`src/sv/box_region_classifier_defines.svh`:
```
// assertion macros used by the classifier top level
// no dependencies; included by the top level, which carries concurrent checks
`ifndef BOX_REGION_CLASSIFIER_DEFINES_SVH
`define BOX_REGION_CLASSIFIER_DEFINES_SVH

// same-cycle implication, disabled while reset is active
`define BRC_ASSERT_NOW(label, clk, rst_n, ante, cons, msg) \
  label: assert property (@(posedge clk) disable iff (!rst_n) (ante) |-> (cons)) \
    else $error(msg);

// next-cycle implication, disabled while reset is active
`define BRC_ASSERT_NEXT(label, clk, rst_n, ante, cons, msg) \
  label: assert property (@(posedge clk) disable iff (!rst_n) (ante) |=> (cons)) \
    else $error(msg);

`endif

```
`src/sv/brc_pkg.sv`:
```
// shared types and constants of the box region classifier
// no dependencies; used by the interfaces, controller, datapath and top level
`timescale 1ns / 1ps

package brc_pkg;

  localparam int OP_W       = 2;
  localparam int REGION_W   = 6;
  localparam int DIM_W      = 2;
  localparam int VERDICT_W  = 2;
  localparam int DIMS_CFG_W = 3;
  localparam int NUM_COORDS = 4;

  localparam logic [DIMS_CFG_W-1:0] DIMS_RESET   = 3'd4;
  localparam logic [VERDICT_W-1:0]  VERDICT_TRUE = 2'd1;

  typedef enum logic [OP_W-1:0] {
    OP_BOUND   = 2'd0,
    OP_VERDICT = 2'd1,
    OP_CLEAR   = 2'd2,
    OP_QUERY   = 2'd3
  } op_e;

  // controller to datapath
  typedef struct packed {
    logic accept;
    logic scan_start;
    logic scan_run;
    logic load_out;
  } ctrl_cmd_t;

  // datapath to controller
  typedef struct packed {
    logic scan_done;
  } dp_status_t;

  typedef struct packed {
    logic                 satisfied;
    logic                 matched;
    logic [REGION_W-1:0]  hit_region;
    logic [VERDICT_W-1:0] hit_verdict;
  } res_t;

endpackage

```
`src/sv/brc_ctrl.sv`:
```
// controller of the classifier: accepts items, runs the region scan, loads the output
// depends on brc_pkg for command and status structs
`timescale 1ns / 1ps

module brc_ctrl import brc_pkg::*; (
  input  logic       clk_i,
  input  logic       rst_ni,
  input  logic       in_valid_i,
  input  logic       in_query_i,
  input  logic       out_ready_i,
  input  dp_status_t status_i,
  output logic       in_ready_o,
  output logic       out_valid_o,
  output ctrl_cmd_t  cmd_o
);
  typedef enum logic [2:0] {
    ST_IDLE = 3'b001,
    ST_SCAN = 3'b010,
    ST_EMIT = 3'b100
  } state_e;

  state_e state_q, state_d;
  logic   out_valid_q, out_valid_d;
  logic   accept;
  logic   load_out;

  assign in_ready_o = (state_q == ST_IDLE);
  assign accept     = in_valid_i && in_ready_o;
  // output register is free or is being emptied this cycle
  assign load_out   = (state_q == ST_EMIT) && (!out_valid_q || out_ready_i);

  always_comb begin
    cmd_o.accept     = accept;
    cmd_o.scan_start = accept && in_query_i;
    cmd_o.scan_run   = (state_q == ST_SCAN);
    cmd_o.load_out   = load_out;
  end

  always_comb begin
    state_d = state_q;
    unique case (state_q)
      ST_IDLE: begin
        if (accept) begin
          state_d = in_query_i ? ST_SCAN : ST_EMIT;
        end
      end
      ST_SCAN: begin
        if (status_i.scan_done) begin
          state_d = ST_EMIT;
        end
      end
      ST_EMIT: begin
        if (load_out) begin
          state_d = ST_IDLE;
        end
      end
      default: state_d = ST_IDLE;
    endcase
  end

  always_comb begin
    out_valid_d = out_valid_q;
    if (load_out) begin
      out_valid_d = 1'b1;
    end else if (out_ready_i) begin
      out_valid_d = 1'b0;
    end
  end

  always_ff @(posedge clk_i or negedge rst_ni) begin
    if (!rst_ni) begin
      state_q     <= ST_IDLE;
      out_valid_q <= 1'b0;
    end else begin
      state_q     <= state_d;
      out_valid_q <= out_valid_d;
    end
  end

  assign out_valid_o = out_valid_q;
endmodule

```
`config.mk`:
```
export PLATFORM = sky130hd
export DESIGN_NAME = brc_ctrl
export DESIGN_NICKNAME = d
export VERILOG_FILES = /design/src/sv/box_region_classifier_defines.svh /design/src/sv/brc_pkg.sv /design/src/sv/brc_ctrl.sv
export SDC_FILE = /design/constraint.sdc
export NUM_CORES = 1
export LEC_CHECK = 0
export ABC_AREA = 1
export BUFFER_PORTS_ARGS = -buffer_cell sky130_fd_sc_hd__buf_4
export CORE_AREA = 5 5 42 44
export CTS_BUF_LIST = sky130_fd_sc_hd__clkbuf_16
export CTS_CLUSTER_SIZE = 30
export DETAILED_ROUTE_END_ITERATION = 10
export DIE_AREA = 0 0 47 49
export HOLD_SLACK_MARGIN = 0.1
export SKIP_LAST_GASP = 1
export SLEW_MARGIN = 5
export SYNTH_ARGS = -nofsm -noshare
export SYNTH_HDL_FRONTEND = slang
export SYNTH_SLANG_ARGS = --single-unit
export TNS_END_PERCENT = 5
```
`constraint.sdc`:
```
create_clock -name clk_i -period 2 [get_ports clk_i]
set_input_delay 0.2 -clock clk_i [delete_from_list [all_inputs] [get_ports clk_i]]
set_output_delay 0.2 -clock clk_i [all_outputs]
set_load 0.005 [all_outputs]
```
=== Word-level counts from Yosys, hierarchy flattened ===
Cells that the tools add are included.

* Output and inout bits: 6
* Word-level logic and storage cells: 22
* Register bits: 4
* Input port bits: 6

* Equal/unequal tests: 6
* Reduce and logical (&&, ||, !) cells: 7
* Multiplexer cells: 7

{| class="wikitable"
|+ Operators with widths
! cell !! number
|-
| $mux 3 || 4
|-
| $pmux 3 s3 || 1
|-
| $ne 2x2->1 const B || 2
|-
| $eq 3x1->1 const B || 1
|-
| $eq 3x2->1 const B || 1
|-
| $eq 3x3->1 const B || 1
|-
| $logic_and 1x1->1 || 3
|-
| $reduce_and 3->1 || 1
|-
| $mux 1 || 2
|-
| $ne 2x1->1 const B || 1
|-
| $reduce_bool 2->1 || 1
|-
| $logic_not 1->1 || 1
|-
| $logic_or 1x1->1 || 1
|}

=== Longest topological paths before layout ===
* Depth in word-level cells: 5
* Depth in mapped cells: 6
* Depth with buffers taken out: 6

=== Least setup slack after synthesis ===
Ideal clock, no wire load.

* Path type: register to output
* Start: reg state_q[0]
* End: out cmd_o[2] (netlist name)
* Arrival time: 1.014 ns
* Required time: 1.800 ns
* Stages on the path, launching flop included: 7
* Buffers on the path: 0
* Setup slack: 0.786 ns
* Cells stage by stage: dfstp_2 inv_1 nor3_4 inv_2 nor2_4 nand2_2 inv_1

{| class="wikitable"
|+ RTL lines
! item !! line !! source
|-
| start: declaration || brc_ctrl.sv:22 || <nowiki>state_e state_q, state_d;</nowiki>
|-
| start signal: assignment || brc_ctrl.sv:75 || <nowiki>state_q <= state_d;</nowiki>
|-
| end: declaration || brc_ctrl.sv:14 || <nowiki>output ctrl_cmd_t cmd_o</nowiki>
|}

==> results.ini <==
[sta]
clock.fmax_mhz=639
fin_ws_ns=0.434
worst_pin_slew_ns=0.213
period_needed_ns=1.57
finClkSkew_ns=0.00448
rsz0062_at_grt=no
finalHoldViolCount=0
setup_tns_ns=0
drv_slew=0
maxSlewHeadroom=0.858
fin_crit_sh=0.783
setup_viol=0

[layout]
insertedDiodeCount=0
multi_input_area_sq_um=120
seqCellArea_sq_um=101
nNetsFinal=56
stdcell_count=65
layout-drive-gt1-share=0.429
fill_cells=163
utilization=0.316
syn2layout_area_growth_pct=66.2
fin_area_sq_um=443

[power]
power_frac_seq=0.216
clockPowerShare=0.457
max-vdd-ir-drop_mv=0.400
power.switching_uw=205
swShare=0.296
powerDensity_mw_per_mm2=1570
leakage_nw=0.251
cell_internal_pwr_uw=489
combPwrFrac=0.327

[clocking]
clkTransAtPathRegs_ns=0.03
clock_latency_ns=0.23
cts_tree=built
htreeDepth=1
cts_buffers=3
clkSinkCount=4
root_buffer=clkbuf_16
clk_path_buf_depth=2

[die]
die_y_um=49
io_pins=12
core_area_sq_mm=0.00140
initial_core_util=0.190
die_x_um=47
die_area_sq_mm=0.00230
rows=14

[status]
status=completed

[route]
route.detailed.drc=0
dr.pass1.iters=1
vias=250
wirelength_um=542
drt-initial-drc-count=0
wire_per_inst_um=8.34
routed_via_density=3.85
ant_nets=0

[job]
drv_cap=0

[synth]
synth_nets=41
synth_top_area_share=0.282
ys_ff_latch=4
netlist_area_sq_um=267
ys_warn_count=0
synth_top_cell_by_area=dfrtp_1
ys.flop_type=dfrtp_1
synth_cell_type_count=15
synthCells=35
synth-async-reset-ratio=1.00
ys_seq_area_frac=0.380
syn_area_per_cell_sq_um=7.61
synthTopCellsByArea=dfrtp_1 28%, dfstp_2 9.9%, inv_1 9.9%
synth_edf_count=0

[global_route]
grt_pass1_vias=216
grt_usage=0.0580
grt_remaining_overflow=0
grt_pass1_wl_um=869
antenna_found_initial=0
grt_max_degree=6

[setup_path]
endpoint_kind=output port
cp_cell_sequence=inv_1 -> nor3_4 -> inv_2 -> nor2_4 -> nand2_2 -> inv_1 -> buf_4
reg2reg_from=state_q[0]$_DFFE_PN1P_
crit_fanout=3
path_common_cell=inv_1
path_class=reg -> out
crit_arrival_ns=1.37
path_buf_inv=4
cp-start-kind=flop
cpPeakStageDelay_ns=0.52
crit_start=state_q[0]$_DFFE_PN1P_
critical_path.top_delay_family=flip-flops
crit_slowest_cell=dfstp_2
required_ns=1.80

[placed_design]
pre_cts_slack_ns=0.662
dp_hpwl_um=460
dpl-instance-area_sq_um=354
dp.cells=60
io_buffers=11
place_congestion=0.737

[hold_path]
hp-start=status_i
hp-class=in -> reg

layout make-up:
class | count | area share
flip-flops and latches | 4 | 0.229
well taps | 16 | 0.0452
repair buffers | 12 | 0.209
clock buffers | 3 | 0.169
inverters | 8 | 0.0678
multi-input cells | 21 | 0.271
clock inverters | 1 | 0.00847
metrics by stage:
| stage | power (mW) | hold slack [ns] |
|---|---|---|
| CTS | 0.704 | 0.164 |
| floorplan | 0.301 | -0.0956 |
| global placement | 0.375 | -0.00353 |
| finish | 0.694 | 0.162 |
| detailed placement | 0.379 | -0.00107 |
| global route | 0.736 | 0.171 |
worst paths after layout:
path | endpoint | slack, ns | cells past startpoint
max | cmd_o[2] | 0.43 | 7
min | state_q[1]$_DFFE_PN0P_ | 0.16 | 2
max reg2reg | state_q[1]$_DFFE_PN0P_ | 0.87 | 6
min reg2reg | out_valid_o$_DFFE_PN0P_ | 0.52 | 2
max in group asynchronous | state_q[0]$_DFFE_PN1P_ | 1.49 | 2
min in group asynchronous | state_q[2]$_DFFE_PN0P_ | 0.31 | 2
routing by layer:
layer  vias to the layer above  GRT usage  part of all wire
met5                         -          0                 0
met4                         0     0.0691             0.048
met3                         2     0.0258             0.070
met2                         9     0.0701              0.49
met1                       109     0.0647              0.38
li1                        130          -                 -
layout by cell type, fill, tap and decap left out, types with 2 or more instances in the layout:
cell / synthesis / final
buf_4: 2 / 11
inv_1: 7 / 8
nand2_1: 7 / 7
nor2_1: 5 / 5
clkbuf_16: 0 / 3
dfrtp_1: 3 / 3
nand3_1: 2 / 2
synthesized netlist by cell type, types with 2 or more instances:
| cell | count |
|---|---|
| inv_1 | 7 |
| nand3_1 | 2 |
| buf_4 | 2 |
| nand2_1 | 7 |
| nor2_1 | 5 |
| dfrtp_1 | 3 |
power groups by stage:
stage | sequential [mW] | combinational (mW) | clock [mW]
after CTS | 0.151 | 0.230 | 0.323
after detailed placement | 0.151 | 0.228 | 0
final | 0.150 | 0.227 | 0.317
after global placement | 0.150 | 0.225 | 0
after floorplan | 0.147 | 0.154 | 0
after global routing | 0.156 | 0.249 | 0.331
flip-flops by register name, indices dropped and copies added, names as in the netlist:
register and flops:
out_valid_o 1, state_q 3
cells by family (layout without fill, tap and decap cells):
logic type | Yosys count | after routing | synth area share
simple gates | 19 | 19 | 0.399
compound gates | 2 | 2 | 0.0516
flops | 4 | 4 | 0.380
buf+inv | 10 | 24 | 0.169
worst register-to-register path, stage by stage (launching register included):
cell and delay (ns):
dfstp_2 0.52, inv_1 0.08, nor3_4 0.16, inv_2 0.07, nor2_4 0.09, nand2_2 0.07, o21ai_2 0.06
repair_timing:
action                    4_1_cts  5_1_grt
hold endpoints to repair        4        0
buffers inserted                0        0
resized for setup               0        0
hold buffers                    1        0
Power figures use the tool's default switching activity.
